===== src/rtl/hms_pkg.sv =====
package hms_pkg;

    localparam int MAX_MOMENTS = 128;
    localparam int GRID_SIZE   = 256;
    localparam int FRAC_BITS   = 32;
    localparam int COEF_BITS   = 28;
    localparam int PROD_SHIFT  = 32;
    localparam int MW          = 48;
    localparam int CIW         = $clog2(MAX_MOMENTS + 1);
    localparam int CFG_IDX_W   = 2;

    localparam logic [CFG_IDX_W-1:0] CFG_HIGHEST_MOMENT = 2'd0;
    localparam logic [CFG_IDX_W-1:0] CFG_STEP_SIZE      = 2'd1;

    localparam logic [6:0]  HM_RESET       = 7'd100;
    localparam logic [31:0] STEP_RESET     = 32'd429497;
    localparam logic [63:0] INV_TWO_PI_Q32 = 64'd683565276;
    localparam logic [25:0] DT_CAP         = 26'd42949673;
    localparam logic [63:0] INJECT_IM      = ((64'd32 << FRAC_BITS) + 64'd5) / 64'd10;

    typedef logic [31:0] t_coef_tab [0:MAX_MOMENTS];

    function automatic logic [31:0] f_isqrt(input logic [63:0] v_in);
        logic [63:0] v;
        logic [63:0] r;
        logic [63:0] bt;
        v  = v_in;
        r  = '0;
        bt = 64'd1 << 62;
        while (bt > v) bt = bt >> 2;
        while (bt != 64'd0) begin
            if (v >= r + bt) begin
                v = v - (r + bt);
                r = (r >> 1) + bt;
            end else begin
                r = r >> 1;
            end
            bt = bt >> 2;
        end
        return r[31:0];
    endfunction

    function automatic t_coef_tab f_coef_tab();
        t_coef_tab t;
        for (int k = 0; k <= MAX_MOMENTS; k++) begin
            t[k] = f_isqrt(64'(k) << (2 * COEF_BITS - 1));
        end
        return t;
    endfunction

    localparam t_coef_tab COEF_TAB = f_coef_tab();

    typedef struct packed {
        logic               start;
        logic               clr;
        logic               s28;
        logic signed [63:0] a;
        logic [63:0]        b;
    } t_mul_req;

    typedef struct packed {
        logic               done;
        logic signed [63:0] res;
        logic [127:0]       acc;
    } t_mul_rsp;

    typedef enum logic [8:0] {
        ST_IDLE  = 9'b0_0000_0001,
        ST_ISSUE = 9'b0_0000_0010,
        ST_WAIT  = 9'b0_0000_0100,
        ST_DIV   = 9'b0_0000_1000,
        ST_FIN   = 9'b0_0001_0000,
        ST_OUT1  = 9'b0_0010_0000,
        ST_DTSEL = 9'b0_0100_0000,
        ST_FIN2  = 9'b0_1000_0000,
        ST_OUT2  = 9'b1_0000_0000
    } t_state;

    typedef enum logic [4:0] {
        OP_W, OP_MM2, OP_MM3, OP_MM6, OP_MH2, OP_MH3, OP_MH6,
        OP_T1, OP_T2, OP_T3, OP_T4, OP_S1, OP_S2, OP_S3, OP_S4,
        OP_N1, OP_N2, OP_Q1, OP_Q2, OP_D1, OP_D2
    } t_op;

endpackage


===== src/rtl/hms_mul.sv =====
module hms_mul import hms_pkg::*; (
    input  logic     i_clk,
    input  logic     i_rst_n,
    input  t_mul_req i_req,
    output t_mul_rsp o_rsp
);

    logic [63:0]        r_mag;
    logic [63:0]        r_b;
    logic               r_neg;
    logic               r_s28;
    logic               r_busy;
    logic               r_ppv;
    logic               r_done;
    logic [2:0]         r_cnt;
    logic [1:0]         r_sh;
    logic [63:0]        r_pp;
    logic [127:0]       r_acc;
    logic signed [63:0] r_res;

    logic [31:0]        w_ah;
    logic [31:0]        w_bh;
    logic [63:0]        w_prod;
    logic [127:0]       w_pp_sh;
    logic [127:0]       w_rsum;
    logic [127:0]       w_rsh;
    logic               w_cap;
    logic [63:0]        w_mag;
    logic [63:0]        w_amag;

    assign w_ah   = r_cnt[1] ? r_mag[63:32] : r_mag[31:0];
    assign w_bh   = r_cnt[0] ? r_b[63:32] : r_b[31:0];
    assign w_prod = w_ah * w_bh;
    assign w_amag = i_req.a[63] ? 64'(-i_req.a) : 64'(i_req.a);

    always_comb begin
        case (r_sh)
            2'd0:    w_pp_sh = {64'd0, r_pp};
            2'd1:    w_pp_sh = {32'd0, r_pp, 32'd0};
            default: w_pp_sh = {r_pp, 64'd0};
        endcase
        w_rsum = r_acc + (r_s28 ? (128'd1 << (COEF_BITS - 1)) : (128'd1 << (PROD_SHIFT - 1)));
        w_rsh  = r_s28 ? (w_rsum >> COEF_BITS) : (w_rsum >> PROD_SHIFT);
        w_cap  = (|w_rsh[127:62]) || (w_rsh[61] && (|w_rsh[60:0]));
        w_mag  = w_cap ? (64'd1 << 61) : w_rsh[63:0];
    end

    always_ff @(posedge i_clk) begin
        if (!i_rst_n) begin
            r_busy <= 1'b0;
            r_ppv  <= 1'b0;
            r_done <= 1'b0;
            r_cnt  <= '0;
        end else begin
            r_done <= !i_req.start && r_busy && (r_cnt == 3'd5);
            if (i_req.start) begin
                r_mag  <= w_amag;
                r_neg  <= i_req.a[63];
                r_b    <= i_req.b;
                r_s28  <= i_req.s28;
                r_cnt  <= '0;
                r_busy <= 1'b1;
                r_ppv  <= 1'b0;
                if (i_req.clr) begin
                    r_acc <= '0;
                end
            end else if (r_busy) begin
                if (r_cnt < 3'd4) begin
                    r_pp <= w_prod;
                    r_sh <= 2'(r_cnt[1]) + 2'(r_cnt[0]);
                end
                r_ppv <= (r_cnt < 3'd4);
                if (r_ppv) begin
                    r_acc <= r_acc + w_pp_sh;
                end
                if (r_cnt == 3'd5) begin
                    r_res  <= r_neg ? -$signed(w_mag) : $signed(w_mag);
                    r_busy <= 1'b0;
                end
                r_cnt <= r_cnt + 3'd1;
            end
        end
    end

    assign o_rsp.done = r_done;
    assign o_rsp.res  = r_res;
    assign o_rsp.acc  = r_acc;

endmodule


===== config.mk =====
export PLATFORM = sky130hd
export DESIGN_NAME = hms_mul
export DESIGN_NICKNAME = d
export VERILOG_FILES = /design/src/rtl/hms_pkg.sv /design/src/rtl/hms_mul.sv
export SDC_FILE = /design/constraint.sdc
export NUM_CORES = 2
export LEC_CHECK = 0
export BUFFER_PORTS_ARGS = -buffer_cell sky130_fd_sc_hd__buf_2
export CAP_MARGIN = 20
export CORE_ASPECT_RATIO = 0.75
export CORE_UTILIZATION = 45
export CTS_CLUSTER_DIAMETER = 50
export DETAILED_ROUTE_END_ITERATION = 10
export PLACE_DENSITY = 0.7
export SYNTH_ARGS = -nofsm -noshare
export SYNTH_HDL_FRONTEND = slang
export SYNTH_SLANG_ARGS = --single-unit
export TNS_END_PERCENT = 5

===== constraint.sdc =====
create_clock -name i_clk -period 10.9 [get_ports i_clk]
set_input_delay 1.09 -clock i_clk [delete_from_list [all_inputs] [get_ports i_clk]]
set_output_delay 1.09 -clock i_clk [all_outputs]
set_load 0.005 [all_outputs]

==> impl_metrics.py <==
metrics = {
    "synthesis": {
        "synth-seq-area-share_pct": 19.0,
        "yosysWarnings": 0,
        "netlist_instances": 6958,
        "synthesis.area_mm2": 0.0619,
        "synth_top_flop_cell": "edfxtp_1",
        "synth_edf_count": 388,
        "async_flop_share_pct": 0,
        "synth_cell_types": 91,
        "synth_seq_cells": 394,
        "syn_avg_cell_area_um2": 8.90,
        "synth_fp_nets": 8384,
    },
    "sta": {
        "tns_ns": 0,
        "min_period_ns": 10.47,
        "rsz0062_at_grt": "no",
        "slew_viol_final": 0,
        "slew_headroom_pct": 15.2,
        "fmax_mhz": 95.5,
        "setup_violations": 0,
        "finalHoldViolCount": 0,
        "fin_skew_ns": 0.0796,
        "fin_crit_sh_pct": 96.1,
        "worst_pin_slew_ns": 1.26,
    },
    "detailed_routing": {
        "wl_per_cell_um": 25.9,
        "antenna_left": 0,
        "finalWirelength_um": 232000,
        "via_count": 53809,
        "first_pass_iters": 6,
        "viasPerCell": 5.99,
        "drc_errors": 0,
        "drt_iter0_markers": 7124,
    },
    "worst_setup_path": {
        "slowest_stage": "mux2i_4",
        "cp.arrival_ns": 10.87,
        "crit_fanout": 21,
        "rrSetupSlack_ns": 0.43,
        "path_class": "flip-flop to flip-flop",
        "worstPathRequired_ns": 11.30,
        "critPathLaunchType": "flip-flop",
        "path_common_cell": "fa_1",
        "max_stage_delay_ns": 0.77,
        "endpoint_kind": "flip-flop",
    },
    "die": {
        "die_w_um": 430,
        "coreArea_mm2": 0.136,
        "initial_core_util_pct": 45.5,
        "io_pins": 326,
        "die-height_um": 323,
        "rows": 117,
        "die-area_mm2": 0.139,
    },
    "clock_network": {
        "cts_max_path_buffers": 3,
        "htreeDepth": 2,
        "insertion_delay_ns": 0.73,
        "clk_pin_slew_ns": 0.07,
        "cts_tree": "yes",
        "cts_setup_buffers": 0,
        "cts_sinks": 394,
        "postCtsHoldBufs": 0,
        "cts_inserted_buffers": 60,
        "cts_root_buf": "clkbuf_16",
        "cts_resized": 0,
    },
    "global_routing": {
        "grt_first_pass_wirelength_um": 340000,
        "globalRouteTotalUtil_pct": 33.0,
        "grt_pass1_vias": 51556,
        "grt_overflow": 0,
        "antenna_found_initial": 18,
        "grt_max_degree": 81,
    },
    "placement": {
        "io_buffers": 325,
        "hpwl_um": 188000,
        "gp_congestion": 1.09,
    },
    "finish": {
        "drive_gt1_share_pct": 10.2,
        "areaGrowthSynthToFinish_pct": 9.64,
        "multi_input_area_mm2": 0.0454,
        "regArea_mm2": 0.0118,
        "fillers": 12738,
        "nNetsFinal": 8557,
    },
    "job": {
        "drv_cap": 0,
    },
    "status": {
        "status": "complete, no violations",
    },
    "worst_hold_path": {
        "hp-class": "flip-flop to flip-flop",
    },
}
[metrics by stage]
stage / cells / utilization (%) / hold slack [ns] / worst slack, ns / cell area [um^2]
after global routing: 8967 / 49.9 / 0.538 / 0.0790 / 67900
after detailed placement: 8853 / 48.3 / 0.515 / 0.638 / 65700
after global placement: 8853 / 48.3 / 0.477 / 0.776 / 65700
final: 8977 / 49.9 / 0.532 / 0.429 / 67900
after CTS: 8966 / 49.8 / 0.508 / 0.550 / 67900
after floorplan: 6958 / - / 0.461 / 1.33 / 61900
[cell usage after synthesis, types with 124 or more instances]
| master | instances | area, um^2 |
|---|---|---|
| a21o_1 | 124 | 931 |
| o21ai_0 | 222 | 1110 |
| nand3_1 | 128 | 641 |
| a21oi_1 | 256 | 1280 |
| edfxtp_1 | 388 | 11700 |
| nand2_1 | 739 | 2770 |
| nor2_1 | 944 | 3540 |
| inv_1 | 987 | 3700 |
| fa_1 | 897 | 18000 |
| ha_1 | 396 | 4950 |
| clkbuf_1 | 312 | 1170 |
| xnor2_1 | 222 | 1940 |
[cell families (layout without fill, tap and decap cells)]
| kind of cell | after synthesis | in the layout | share of synthesized area [%] |
|---|---|---|---|
| buffers and inverters | 1329 | 1553 | 8.09 |
| AO/OA/AOI/OAI | 949 | 949 | 9.86 |
| other | 0 | 10 | 0 |
| multiplexers | 191 | 191 | 3.23 |
| XOR/XNOR | 340 | 340 | 4.81 |
| flip-flops | 394 | 394 | 19.0 |
| adder cells (fa/ha/maj) | 1293 | 1293 | 37.0 |
| AND/OR/NAND/NOR | 2462 | 2462 | 18.0 |
[cell usage in the layout (no fill, tap or decap), types with 21 or more instances in the layout]
cell type	n
xor2_1	118
and4_1	27
nand3_1	128
fa_1	897
inv_1	987
buf_2	324
clkbuf_16	60
and3_1	53
mux2i_1	75
mux2i_2	41
o21bai_1	45
nor2_1	942
o21a_1	32
o21ai_0	222
o31ai_1	43
and2_1	108
a31oi_1	37
mux2_2	64
nor3_1	106
or4_1	21
nor4_1	47
nand2_1	738
a21oi_1	256
edfxtp_1	388
or3_1	37
xnor2_1	222
ha_1	396
nand4_1	95
a211oi_1	28
nor2b_1	40
buf_4	122
nand2b_1	41
a21o_1	124
[metal layers]
metal | GRT usage, % | vias up | part of all wire (%)
met1 | 47.2 | 26618 | 41
met2 | 45.1 | 3538 | 40
met4 | 10.0 | 14 | 3.4
met3 | 13.3 | 457 | 16
li1 | - | 23182 | -
met5 | 0 | - | 0.040
[area by class of cell]
cell class,count,area share [%]
flip-flops and latches,394,17.3
diodes,10,0.0369
clock buffers,62,2.22
multi-input cells,5235,66.8
repair buffers,452,3.91
well taps,1785,3.29
clock inverters,51,0.921
inverters,988,5.46
[sequential cells by signal (all words and copies together) (netlist names), 2 cells and up]
signal,count
r_acc,128
r_b,64
r_cnt,3
r_mag,64
r_pp,64
r_res,64
r_sh,2
[final timing paths]
check	start	endpoint	cells past startpoint
worst max-delay path	r_cnt[0]$_SDFFE_PN0P_	r_pp[63]$_DFFE_PP_	29
worst min register to register	r_ppv$_SDFFE_PN0P_	r_ppv$_SDFFE_PN0P_	2
worst max register to register	r_cnt[0]$_SDFFE_PN0P_	r_pp[63]$_DFFE_PP_	29
worst min-delay path	r_ppv$_SDFFE_PN0P_	r_ppv$_SDFFE_PN0P_	2
[worst max-delay path: cells and delay by family, from the launching register on]
| kind | cells | cell delay (ns) |
|---|---|---|
| flip-flops | 1 | 0.66 |
| adder cells (fa/ha/maj) | 9 | 4.36 |
| multiplexers | 1 | 0.77 |
| AND/OR/NAND/NOR | 2 | 0.13 |
| XOR/XNOR | 1 | 0.16 |
| buffers and inverters | 6 | 0.81 |
| AO/OA/AOI/OAI | 10 | 3.21 |
Power is not shown: default switching activity piles up to over one toggle a cycle in this logic, so the estimate is an artifact.
